[src/design/rrd_pkg.sv]
// ----------------------------------------------------------------------------
// rrd_pkg
// Shared types and constants for the Rice residual decoder: state machine
// codes, status codes, register indexes and fixed field widths.
// ----------------------------------------------------------------------------
package rrd_pkg;

    // Fixed widths of the payload state
    localparam int unsigned CNT_W   = 21;
    localparam int unsigned ACC_W   = 30;
    localparam int unsigned BSEEN_W = 30;

    localparam logic [4:0]         RICE_MAX   = 5'd30;
    localparam logic [BSEEN_W-1:0] BSEEN_MAX  = {BSEEN_W{1'b1}};
    localparam int unsigned        CNT_MAX    = (1 << CNT_W) - 1;

    // Register indexes on the configuration port (paddr[3:2])
    localparam logic [1:0] REG_RICE_PARAM = 2'd0;
    localparam logic [1:0] REG_RES_COUNT  = 2'd1;
    localparam logic [1:0] REG_BIT_COUNT  = 2'd2;

    typedef enum logic [1:0] {
        S_IDLE,
        S_BITS,
        S_FLUSH,
        S_STATUS
    } state_t;

    typedef enum logic [2:0] {
        ST_OK         = 3'd0,
        ST_LENGTH     = 3'd1,
        ST_TRUNC      = 3'd2,
        ST_QOVF       = 3'd3,
        ST_UNCONSUMED = 3'd4,
        ST_PADDING    = 3'd5
    } status_t;

endpackage

[src/design/rice_residual_decoder.sv]
// ----------------------------------------------------------------------------
// rice_residual_decoder
// Bit-serial Rice decoder with zigzag mapping and end-of-payload status.
// ----------------------------------------------------------------------------
// Usage:
//   Slave stream: one payload byte per item in s_tdata, s_tlast marks the
//   final byte. Master stream: one result per item; m_tdata carries the
//   signed residual, m_tuser the status flag and code, m_tlast marks the
//   final result caused by an input byte.
//   Registers (rice parameter, residual count, valid bit count) sit on the
//   APB port and must be written between payload bytes; not enforced.
//   Sequence: each byte is accepted, then up to eight bits are read (one
//   payload bit per cycle through the unary/remainder sequencer while a new
//   result has somewhere to go), then flushed; the final byte adds a status
//   result. A new byte is accepted only once the last one is through.
//   Latency: a residual leaves one result behind its code's final bit, as
//   it waits for the next result or the byte's end (m_tlast if no status).
//   Reset clears the registers and the per-payload state; no clearing pass.
//   A stalled receiver holds the output register; the bit sequencer stops
//   only when a new result has nowhere to go.
// ----------------------------------------------------------------------------
module rice_residual_decoder
    import rrd_pkg::*;
#(
    parameter int unsigned MAX_RESIDUALS = 1048576
)
(
    input  logic        clk,
    input  logic        rst_n,
    // slave stream
    input  logic        s_tvalid,
    output logic        s_tready,
    input  logic [7:0]  s_tdata,    // [7:0] payload_byte
    input  logic        s_tlast,    // last_byte
    // master stream
    output logic        m_tvalid,
    input  logic        m_tready,
    output logic [31:0] m_tdata,    // [31:0] residual
    output logic [3:0]  m_tuser,    // [0] is_status, [3:1] status
    output logic        m_tlast,    // last_result
    // configuration
    input  logic        psel,
    input  logic        penable,
    input  logic        pwrite,
    input  logic [3:0]  paddr,
    input  logic [31:0] pwdata,
    output logic [31:0] prdata,
    output logic        pready
);

    localparam int unsigned     MAX_CLIP = (MAX_RESIDUALS > CNT_MAX) ? CNT_MAX : MAX_RESIDUALS;
    localparam logic [CNT_W-1:0] MAX_CNT = CNT_W'(MAX_CLIP);

    // configuration registers
    logic [4:0]         rice_param_reg;
    logic [CNT_W-1:0]   res_count_reg;
    logic [31:0]        bit_count_reg;

    // control and payload state
    state_t             state_reg, state_next;
    logic [7:0]         byte_reg, byte_next;
    logic               last_reg, last_next;
    logic [2:0]         bit_idx_reg, bit_idx_next;
    logic [31:0]        bit_pos_reg, bit_pos_next;
    logic [CNT_W-1:0]   res_done_reg, res_done_next;
    logic [31:0]        quot_reg, quot_next;
    logic [ACC_W-1:0]   acc_reg, acc_next;
    logic [4:0]         left_reg, left_next;
    logic               in_rem_reg, in_rem_next;
    status_t            error_reg, error_next;
    logic [BSEEN_W-1:0] bseen_reg, bseen_next;

    // pending residual and output register
    logic               pend_valid_reg, pend_valid_next;
    logic [31:0]        pend_res_reg, pend_res_next;
    logic               out_valid_reg, out_valid_next;
    logic [31:0]        out_res_reg, out_res_next;
    logic               out_is_st_reg, out_is_st_next;
    status_t            out_st_reg, out_st_next;
    logic               out_last_reg, out_last_next;

    // derived values
    logic [4:0]         eff_p;
    logic [CNT_W-1:0]   eff_count;
    logic [BSEEN_W-1:0] exp_bytes;
    logic [32:0]        bit_sum;
    logic [BSEEN_W-1:0] bseen_inc;
    logic               can_load;
    logic               cfg_wr;

    // one-bit step
    logic               cur_bit;
    logic               emit;
    logic [31:0]        quot_step;
    logic [ACC_W-1:0]   acc_step;
    logic [4:0]         left_step;
    logic               in_rem_step;
    logic [31:0]        code;
    logic [31:0]        res_step;

    // end-of-payload status
    logic [7:0]         pad_mask;
    status_t            final_st;

    assign pready = 1'b1;
    assign cfg_wr = psel && penable && pwrite && pready;

    // Write configuration registers
    always_ff @(posedge clk or negedge rst_n)
    begin
        if (!rst_n)
        begin
            rice_param_reg <= '0;
            res_count_reg  <= '0;
            bit_count_reg  <= '0;
        end
        else if (cfg_wr)
        begin
            unique case (paddr[3:2])
                REG_RICE_PARAM: rice_param_reg <= pwdata[4:0];
                REG_RES_COUNT:  res_count_reg  <= pwdata[CNT_W-1:0];
                REG_BIT_COUNT:  bit_count_reg  <= pwdata;
                default:        ;
            endcase
        end
    end

    // Read back configuration registers
    always_comb
    begin
        unique case (paddr[3:2])
            REG_RICE_PARAM: prdata = {27'd0, rice_param_reg};
            REG_RES_COUNT:  prdata = {{(32-CNT_W){1'b0}}, res_count_reg};
            REG_BIT_COUNT:  prdata = bit_count_reg;
            default:        prdata = '0;
        endcase
    end

    // Clamp registers and derive the expected byte count
    assign eff_p     = (rice_param_reg > RICE_MAX) ? RICE_MAX : rice_param_reg;
    assign eff_count = (res_count_reg > MAX_CNT) ? MAX_CNT : res_count_reg;
    assign bit_sum   = {1'b0, bit_count_reg} + 33'd7;
    assign exp_bytes = bit_sum[32:3];
    assign bseen_inc = (bseen_reg == BSEEN_MAX) ? bseen_reg : bseen_reg + 1'b1;
    assign can_load  = !out_valid_reg || m_tready;

    // Advance the Rice sequencer by one payload bit
    always_comb
    begin
        cur_bit     = byte_reg[bit_idx_reg];
        emit        = 1'b0;
        quot_step   = quot_reg;
        acc_step    = acc_reg;
        left_step   = left_reg;
        in_rem_step = in_rem_reg;
        if (!in_rem_reg)
        begin
            if (!cur_bit)
            begin
                quot_step = quot_reg + 32'd1;
            end
            else if (eff_p == 5'd0)
            begin
                acc_step = '0;
                emit     = 1'b1;
            end
            else
            begin
                in_rem_step = 1'b1;
                left_step   = eff_p;
                acc_step    = '0;
            end
        end
        else
        begin
            acc_step  = {acc_reg[ACC_W-2:0], cur_bit};
            left_step = (left_reg != 5'd0) ? left_reg - 5'd1 : 5'd0;
            emit      = (left_step == 5'd0);
        end
        code     = (quot_step << eff_p) | {{(32-ACC_W){1'b0}}, acc_step};
        res_step = code[0] ? ~{1'b0, code[31:1]} : {1'b0, code[31:1]};
    end

    // Pick the end-of-payload status
    always_comb
    begin
        pad_mask = 8'hFF >> bit_count_reg[2:0];
        if (bseen_reg != exp_bytes)
            final_st = ST_LENGTH;
        else if (error_reg != ST_OK)
            final_st = error_reg;
        else if (res_done_reg < eff_count)
            final_st = ST_TRUNC;
        else if (bit_pos_reg != bit_count_reg)
            final_st = ST_UNCONSUMED;
        else if ((bit_count_reg[2:0] != 3'd0) && ((byte_reg & pad_mask) != 8'd0))
            final_st = ST_PADDING;
        else
            final_st = ST_OK;
    end

    // Next state and outputs
    always_comb
    begin
        state_next      = state_reg;
        byte_next       = byte_reg;
        last_next       = last_reg;
        bit_idx_next    = bit_idx_reg;
        bit_pos_next    = bit_pos_reg;
        res_done_next   = res_done_reg;
        quot_next       = quot_reg;
        acc_next        = acc_reg;
        left_next       = left_reg;
        in_rem_next     = in_rem_reg;
        error_next      = error_reg;
        bseen_next      = bseen_reg;
        pend_valid_next = pend_valid_reg;
        pend_res_next   = pend_res_reg;
        out_valid_next  = out_valid_reg;
        out_res_next    = out_res_reg;
        out_is_st_next  = out_is_st_reg;
        out_st_next     = out_st_reg;
        out_last_next   = out_last_reg;

        // drop the output item once taken
        if (out_valid_reg && m_tready)
            out_valid_next = 1'b0;

        unique case (state_reg)
            S_IDLE:
            begin
                if (s_tvalid)
                begin
                    byte_next    = s_tdata;
                    last_next    = s_tlast;
                    bit_idx_next = 3'd7;
                    bseen_next   = bseen_inc;
                    if ((error_reg == ST_OK) && (bseen_inc > exp_bytes))
                        error_next = ST_LENGTH;
                    state_next = S_BITS;
                end
            end

            S_BITS:
            begin
                if ((error_reg != ST_OK) || (res_done_reg >= eff_count))
                begin
                    state_next = S_FLUSH;
                end
                else if (bit_pos_reg >= bit_count_reg)
                begin
                    error_next = ST_TRUNC;
                    state_next = S_FLUSH;
                end
                else if (!in_rem_reg && !cur_bit && (quot_reg == (32'hFFFF_FFFF >> eff_p)))
                begin
                    error_next = ST_QOVF;
                    state_next = S_FLUSH;
                end
                else if (!(emit && pend_valid_reg && !can_load))
                begin
                    // hold when a new residual would have nowhere to go
                    bit_pos_next = bit_pos_reg + 32'd1;
                    if (emit)
                    begin
                        if (pend_valid_reg)
                        begin
                            out_valid_next = 1'b1;
                            out_res_next   = pend_res_reg;
                            out_is_st_next = 1'b0;
                            out_st_next    = ST_OK;
                            out_last_next  = 1'b0;
                        end
                        pend_valid_next = 1'b1;
                        pend_res_next   = res_step;
                        res_done_next   = res_done_reg + 1'b1;
                        quot_next       = '0;
                        acc_next        = '0;
                        left_next       = '0;
                        in_rem_next     = 1'b0;
                    end
                    else
                    begin
                        quot_next   = quot_step;
                        acc_next    = acc_step;
                        left_next   = left_step;
                        in_rem_next = in_rem_step;
                    end
                    if (bit_idx_reg == 3'd0)
                        state_next = S_FLUSH;
                    else
                        bit_idx_next = bit_idx_reg - 3'd1;
                end
            end

            S_FLUSH:
            begin
                // push the held residual, last of the byte unless a status follows
                if (pend_valid_reg)
                begin
                    if (can_load)
                    begin
                        out_valid_next  = 1'b1;
                        out_res_next    = pend_res_reg;
                        out_is_st_next  = 1'b0;
                        out_st_next     = ST_OK;
                        out_last_next   = !last_reg;
                        pend_valid_next = 1'b0;
                        state_next      = last_reg ? S_STATUS : S_IDLE;
                    end
                end
                else
                begin
                    state_next = last_reg ? S_STATUS : S_IDLE;
                end
            end

            S_STATUS:
            begin
                if (can_load)
                begin
                    out_valid_next = 1'b1;
                    out_res_next   = '0;
                    out_is_st_next = 1'b1;
                    out_st_next    = final_st;
                    out_last_next  = 1'b1;
                    // return the payload state to reset values
                    bit_pos_next   = '0;
                    res_done_next  = '0;
                    quot_next      = '0;
                    acc_next       = '0;
                    left_next      = '0;
                    in_rem_next    = 1'b0;
                    error_next     = ST_OK;
                    bseen_next     = '0;
                    state_next     = S_IDLE;
                end
            end

            default:
            begin
                state_next = S_IDLE;
            end
        endcase
    end

    // State registers
    always_ff @(posedge clk or negedge rst_n)
    begin
        if (!rst_n)
        begin
            state_reg      <= S_IDLE;
            bit_idx_reg    <= '0;
            bit_pos_reg    <= '0;
            res_done_reg   <= '0;
            quot_reg       <= '0;
            acc_reg        <= '0;
            left_reg       <= '0;
            in_rem_reg     <= 1'b0;
            error_reg      <= ST_OK;
            bseen_reg      <= '0;
            last_reg       <= 1'b0;
            pend_valid_reg <= 1'b0;
            out_valid_reg  <= 1'b0;
        end
        else
        begin
            state_reg      <= state_next;
            bit_idx_reg    <= bit_idx_next;
            bit_pos_reg    <= bit_pos_next;
            res_done_reg   <= res_done_next;
            quot_reg       <= quot_next;
            acc_reg        <= acc_next;
            left_reg       <= left_next;
            in_rem_reg     <= in_rem_next;
            error_reg      <= error_next;
            bseen_reg      <= bseen_next;
            last_reg       <= last_next;
            pend_valid_reg <= pend_valid_next;
            out_valid_reg  <= out_valid_next;
        end
    end

    // Payload registers
    always_ff @(posedge clk)
    begin
        byte_reg      <= byte_next;
        pend_res_reg  <= pend_res_next;
        out_res_reg   <= out_res_next;
        out_is_st_reg <= out_is_st_next;
        out_st_reg    <= out_st_next;
        out_last_reg  <= out_last_next;
    end

    assign s_tready = (state_reg == S_IDLE);
    assign m_tvalid = out_valid_reg;
    assign m_tdata  = out_res_reg;
    assign m_tuser  = {out_st_reg, out_is_st_reg};
    assign m_tlast  = out_last_reg;

endmodule
[config.mk]
export PLATFORM = sky130hd
export DESIGN_NAME = rice_residual_decoder
export DESIGN_NICKNAME = d
export VERILOG_FILES = /design/src/design/rrd_pkg.sv /design/src/design/rice_residual_decoder.sv
export SDC_FILE = /design/constraint.sdc
export NUM_CORES = 1
export LEC_CHECK = 0
export ABC_AREA = 0
export BUFFER_PORTS_ARGS = -buffer_cell sky130_fd_sc_hd__buf_2
export CAP_MARGIN = 20
export CORE_MARGIN = 2
export CORE_UTILIZATION = 54
export CTS_CLUSTER_DIAMETER = 60
export DETAILED_ROUTE_END_ITERATION = 12
export PLACE_DENSITY = 0.77
export SLEW_MARGIN = 0
export SYNTH_ARGS = -nofsm -noshare
export SYNTH_HDL_FRONTEND = slang
export SYNTH_SLANG_ARGS = --single-unit
[constraint.sdc]
create_clock -name clk -period 7.67 [get_ports clk]
set_input_delay 1.534 -clock clk [delete_from_list [all_inputs] [get_ports clk]]
set_output_delay 1.534 -clock clk [all_outputs]
set_load 0.05 [all_outputs]
After elaboration in Yosys (flattened, before gate mapping):

Index checks and enable logic that the tools add are counted.

* RAM bits: 0
* memory bits (read-only): 0
* bits of input ports: 52
* output and inout bits: 72
* memories: 0
* bits in latches: 0
* flip-flop bits (word level): 297

* reductions and logical operators: 46
* bitwise operators: 7
* order comparisons: 7
* shift operators: 3
* multiply operators: 0
* add/sub/neg operators: 7
* equal/unequal tests: 27
* divide/modulo/power cells: 0
* muxes and demuxes: 141

Operators by type and width (count)
* 32-bit two-way mux: 20
* 30-bit two-way mux: 10
* 32-bit one-hot mux with 3 select lines: 2
* 21-bit two-way mux: 7
* 32-bit one-hot mux with 2 select lines: 2
* 30-bit one-hot mux with 2 select lines: 2
* 3-bit two-way mux: 25
* 32-bit by 1-bit adder with 32-bit output, second input constant: 2
* 5-bit two-way mux: 11
* 21-bit one-hot mux with 2 select lines: 1
* 1-bit two-way mux: 39
* 32-bit by 3-bit adder with 33-bit output, second input constant: 1
* 32-bit equality test: 1
* 32-bit >= comparator: 1
* 32-bit != test: 1
* 31-bit inverter with 32-bit output: 1
* 32-bit by 30-bit OR with 32-bit output: 1
* 32-bit by 5-bit left shift with 32-bit output: 1
* 32-bit by 5-bit >> shifter with 32-bit output, first input constant: 1
* 31-bit two-way mux: 1
* 30-bit by 1-bit adder with 30-bit output, second input constant: 1
* 30-bit equality test, second input constant: 1
* 30-bit > comparator: 1
* 30-bit != test: 1
* other kinds (43): 104

Logic depth before layout (Yosys ltp):

* word-level depth: 13
* depth in mapped cells: 20
* gate-level depth less buffers: 18

Worst setup path after synthesis:

OpenSTA, ideal clock, no wires.

* path type: reg-to-reg
* start point: register res_count_reg[5]
* end point: register out_res_reg[0], in the netlist m_tdata[0] (enable)
* period minus slack after synthesis: 6.385 ns
* slack: 1.285 ns
* data arrival time: 5.908 ns
* cell stages (with the launch flop): 15
* buffers on the path: 2
* library setup time: 0.477 ns
* path through: dfrtp_1 nor4_1 nand3_1 o21ai_0 clkbuf_1 nand2_1 ha_1 and2_0 a221o_1 a221oi_1 o211ai_1 a21oi_1 clkbuf_1 a41oi_2 nor3_1

* word-level cells in the longest chain between the ends: 6

RTL lines
* start: declaration: line rice_residual_decoder.sv:56 `logic [CNT_W-1:0] res_count_reg;`
* start signal: assignment: line rice_residual_decoder.sv:121 `REG_RES_COUNT: res_count_reg <= pwdata[CNT_W-1:0];`
* 21-bit > comparator: line rice_residual_decoder.sv:141 `assign eff_count = (res_count_reg > MAX_CNT) ? MAX_CNT : res_count_reg;`
* 21-bit two-way mux (*): line rice_residual_decoder.sv:141
* 21-bit >= comparator (*): line rice_residual_decoder.sv:246 `if ((error_reg != ST_OK) || (res_done_reg >= eff_count))`
* 1-bit logical OR (*): line rice_residual_decoder.sv:246
* 2-bit != test (no line) (*)
* 10-bit AND reduction (no line) (*)
* end signal: assignment: line rice_residual_decoder.sv:389 `out_res_reg <= out_res_next;`
* end: declaration: line rice_residual_decoder.sv:77 `logic [31:0] out_res_reg, out_res_next;`

Mark *: on every way between the ends. The rest lies on a longest branch, timed or not.
A chain may end at the register's enable or synchronous reset.

Worst setup path in the final report:

* start point: register bit_count_reg[10]
* end point: register error_reg[1]

* word-level cells in the longest chain between the ends: 5

RTL lines
* start: declaration: line rice_residual_decoder.sv:57 `logic [31:0] bit_count_reg;`
* start signal: assignment: line rice_residual_decoder.sv:122 `REG_BIT_COUNT: bit_count_reg <= pwdata;`
* 32-bit by 3-bit adder with 33-bit output: line rice_residual_decoder.sv:142 `assign bit_sum = {1'b0, bit_count_reg} + 33'd7;`
* 30-bit > comparator: line rice_residual_decoder.sv:238 `if ((error_reg == ST_OK) && (bseen_inc > exp_bytes))`
* 1-bit logical AND: line rice_residual_decoder.sv:238
* 2-bit by 1-bit != test with 1-bit output (no line)
* 6-bit AND reduction (no line)
* end signal: assignment: line rice_residual_decoder.sv:376 `error_reg <= error_next;`
* end: declaration: line rice_residual_decoder.sv:70 `status_t error_reg, error_next;`

Parallel ways exist; a longest one is shown, timed or not. The select of a mux whose other input is x is not followed.

==> flow_summary.toml <==
[cts]
clock_latency_ns = 0.57
clock_sink_count = 296
cts_inserted_buffers = 39
cts_hold_buffers = 0
cts_tree = "yes"
htreeDepth = 2
postCtsSetupRepairBufs = 0
root_buffer = "sky130_fd_sc_hd__clkbuf_16"
cts.clk_slew.worst_paths_ns = 0.06
max-clock-path-buffers = 3
cts.repair.resized = 0

[final_layout]
finish.net_count = 2746
nFillCells = 3524
count_of_antenna_diodes_in_the_layout = 0
final-seq-area_um2 = 7792
area_occupied_by_multi_input_gates_um2 = 13420
areaGrowthSynthToFinish_pct = 9.445
layoutNonFillerInstCount = 3161
drive_gt1_share_pct = 11.79

[detailed_routing]
vias = 21670
post_drt_via_cell_ratio = 6.855
drcViolationCount = 0
first_iter_violations = 2782
final_antenna_net_count = 0
wl_per_cell_um = 23.43
drt-pass1-iter-count = 6
drt-total-wl_mm = 74.07

[timing]
max_freq_ghz = 0.1720
period_needed_ns = 5.815
max-slew-margin-rel_pct = 11.22
worst-slew-pin-transition_ns = 1.315
tns_ns = 0
setup_viol = 0
finalHoldViolations = 0
post-route-period-util_pct = 75.82
report.final.slew_viol_count = 0
fin_skew_ns = 0.02175
rsz_0062_raised_after_global_routing = "no"

[yosys]
synthesis.instances = 2612
dominant_combinational_cell_family_by_area_after_synthesis = "compound AO/OA/AOI/OAI gates"
area_of_the_mapped_netlist_um2 = 22360
synth.top_cell.area_share_pct = 24.51
yosys.area_share.adder_pct = 5.316
async_reset_ff_share_pct = 73.99
synth_seq_area_share_pct = 34.85
dominant_register_cell_in_the_synthesized_netlist = "sky130_fd_sc_hd__dfrtp_1"
synthesis.area_per_instance_um2 = 8.561
synth_compound_gate_area_share_pct = 22.73
yosys.area_share.xor_xnor_pct = 5.209
number_of_warnings_reported_in_the_yosys_synthesis_log = 0
synth.mux.area_fraction_pct = 4.885
synth.net_count = 2759
synthSimpleGateAreaFrac_pct = 21.69
yosys_register_bits = 296
ys_types = 93
synth_edf_count = 77
synth.largest_area_cell = "sky130_fd_sc_hd__dfrtp_1"
synth.top_cells.by_area = "sky130_fd_sc_hd__dfrtp_1 (25%), sky130_fd_sc_hd__edfxtp_1 (10%), sky130_fd_sc_hd__ha_1 (5.3%)"

[critical_path]
crit_arrival_ns = 6.26
endpoint_kind = "register"
path_class = "register to register"
worstPathRequired_ns = 8.12
rr_worst_depth = 15
path_cells = "nand4_1 -> nor4_1 -> nand3_1 -> nor2_1 -> nand3_1 -> xnor2_1 -> ha_1 -> nand4_1 -> nor3_1 -> nand4_1 -> or2_2 -> a21oi_1 -> nor4_1 -> a2111oi_4 -> mux2_1"
timing.critical_path.from_type = "register"
rrSetupSlack_ns = 1.85
most_used_cell_along_the_critical_path = "sky130_fd_sc_hd__nand4_1"
worstReg2RegStart = "bit_count_reg[10]"
max_stage_delay_ns = 0.86
r2r_end = "error_reg[1]"
critical_path.max_fanout = 11
critPathSlowestCell = "sky130_fd_sc_hd__nor4_1"

[die]
num_rows = 74
core_area_um2 = 40830
fp.dieW_um = 207.5
initial_core_util_pct = 54.76
die_h_um = 207.5
floorplan.die_area_um2 = 43050
top_ports = 124

[power_and_ir_drop]
power.static_leakage_nw = 9.980
power-per-cell-area_nw_per_um2 = 354.4
vdd_drop_max_v = 0.0003357
fin_total_pwr_mw = 8.673

[placed_design]
portBuffers = 120
dp_hpwl_mm = 52.74
dp_cells = 3086
place_congestion = 1.002

[flow_run]
max_cap_viol_count = 0

[global_route]
first_global_vias = 20360
grt_start_max_net_pins = 103
global_route_wire_length_before_repair_mm = 116.0
antenna_found_initial = 1
track_usage_pct = 33.57
globalRoute.totalOverflow = 0

[hold_path]
hold_path.class = "register to register"
hp-start = "acc_reg[29]"
hold_end = "acc_reg[29]"
timing.hold.worst_path_depth = 1

[outcome]
run_status = "finished clean"
[routing by layer]
metal,vias to the layer above,track usage [%],part of all wire [%]
li1,9758,-,-
met1,10460,48.20,42
met2,1264,50.69,44
met3,187,6.989,11
met4,2,10.71,3.0
met5,-,0,0.018
[report_power, final]
part / leakage, nW / switching [mW] / internal [mW]
logic: 5.84 / 2.92 / 1.29
registers: 3.50 / 0.504 / 2.09
clock network: 0.641 / 0.753 / 1.11
[critical path, delay by kind of cell (launching register included)]
kind / cells / cell delay [ns]
xor+xnor: 1 / 0.17
fa+ha+maj: 1 / 0.29
simple gates: 10 / 3.72
flops: 1 / 0.51
mux: 1 / 0.38
compound gates: 2 / 0.64
[cells by family after synthesis]
| group | count (synthesis) |
|---|---|
| adder cells (fa/ha/maj) | 95 |
| AO/OA/AOI/OAI | 740 |
| buffers and inverters | 299 |
| AND/OR/NAND/NOR | 950 |
| other | 1 |
| XOR/XNOR | 133 |
| flip-flops | 296 |
| multiplexers | 98 |
[metrics by stage]
| stage | hold slack (ns) | worst slack, ns | instance area (um^2) | util (%) |
|---|---|---|---|---|
| after detailed placement | 0.4999 | 2.121 | 23090 | 56.56 |
| after floorplan | 0.4671 | 1.285 | 22360 | - |
| final | 0.5143 | 1.855 | 24470 | 59.94 |
| after CTS | 0.5220 | 2.095 | 24410 | 59.77 |
| after global placement | 0.4975 | 2.258 | 23080 | 56.52 |
| after global routing | 0.5502 | 1.581 | 24470 | 59.94 |
[layout by cell type (no fill, tap or decap), types with 16 or more instances in the layout]
master,count
sky130_fd_sc_hd__and2_1,33
sky130_fd_sc_hd__dfrtp_1,219
sky130_fd_sc_hd__nor4_1,60
sky130_fd_sc_hd__o2bb2ai_1,16
sky130_fd_sc_hd__nor2_1,165
sky130_fd_sc_hd__xnor2_1,95
sky130_fd_sc_hd__xor2_1,38
sky130_fd_sc_hd__o31ai_1,38
sky130_fd_sc_hd__a22o_1,59
sky130_fd_sc_hd__nand2_1,243
sky130_fd_sc_hd__nand3_1,99
sky130_fd_sc_hd__and3_1,57
sky130_fd_sc_hd__mux2i_1,45
sky130_fd_sc_hd__o22ai_1,22
sky130_fd_sc_hd__nand2b_1,17
sky130_fd_sc_hd__edfxtp_1,77
sky130_fd_sc_hd__or3_1,22
sky130_fd_sc_hd__o21ai_0,176
sky130_fd_sc_hd__nand4_1,63
sky130_fd_sc_hd__o211ai_1,25
sky130_fd_sc_hd__a31oi_1,38
sky130_fd_sc_hd__o221ai_1,16
sky130_fd_sc_hd__a221oi_1,17
sky130_fd_sc_hd__a21o_1,40
sky130_fd_sc_hd__nor2b_1,55
sky130_fd_sc_hd__inv_1,78
sky130_fd_sc_hd__clkbuf_16,40
sky130_fd_sc_hd__buf_4,41
sky130_fd_sc_hd__ha_1,94
sky130_fd_sc_hd__buf_2,120
sky130_fd_sc_hd__and4_1,19
sky130_fd_sc_hd__nor3_1,66
sky130_fd_sc_hd__mux2_2,43
sky130_fd_sc_hd__a21oi_1,121
[worst max path at each step]
stage | start | endpoint | slack, ns | depth (start not counted)
after CTS | bit_count_reg[10] | error_reg[1] | 2.10 | 15
after global routing | bit_count_reg[10] | error_reg[1] | 1.58 | 15
after floorplan | res_count_reg[5] | m_tdata[0] | 1.29 | 14
final | bit_count_reg[10] | error_reg[1] | 1.85 | 15
after global placement | bit_count_reg[10] | error_reg[1] | 2.26 | 15
after detailed placement | res_count_reg[2] | pend_res_reg[28] | 2.12 | 13
[Yosys cell counts (all sizes together) (49+ instances only)]
library cell    n
inv            78
dfrtp         219
nor2          168
clkbuf        173
nand2         245
nand3          99
nor3           68
nor4           63
nand4          64
edfxtp         77
a21oi         121
and3           57
nor2b          56
a22o           59
mux2           49
ha             95
xnor2          95
o21ai         191
[cell type report]
cell class / count / share of cell area [%]
Multi-Input combinational cell: 2017 / 54.84
Sequential cell: 296 / 31.84
Clock buffer: 50 / 4.448
Timing Repair Buffer: 164 / 3.998
Tap cell: 532 / 2.720
Inverter: 81 / 1.242
Clock inverter: 21 / 0.9100
Power figures use the tool's default switching activity.
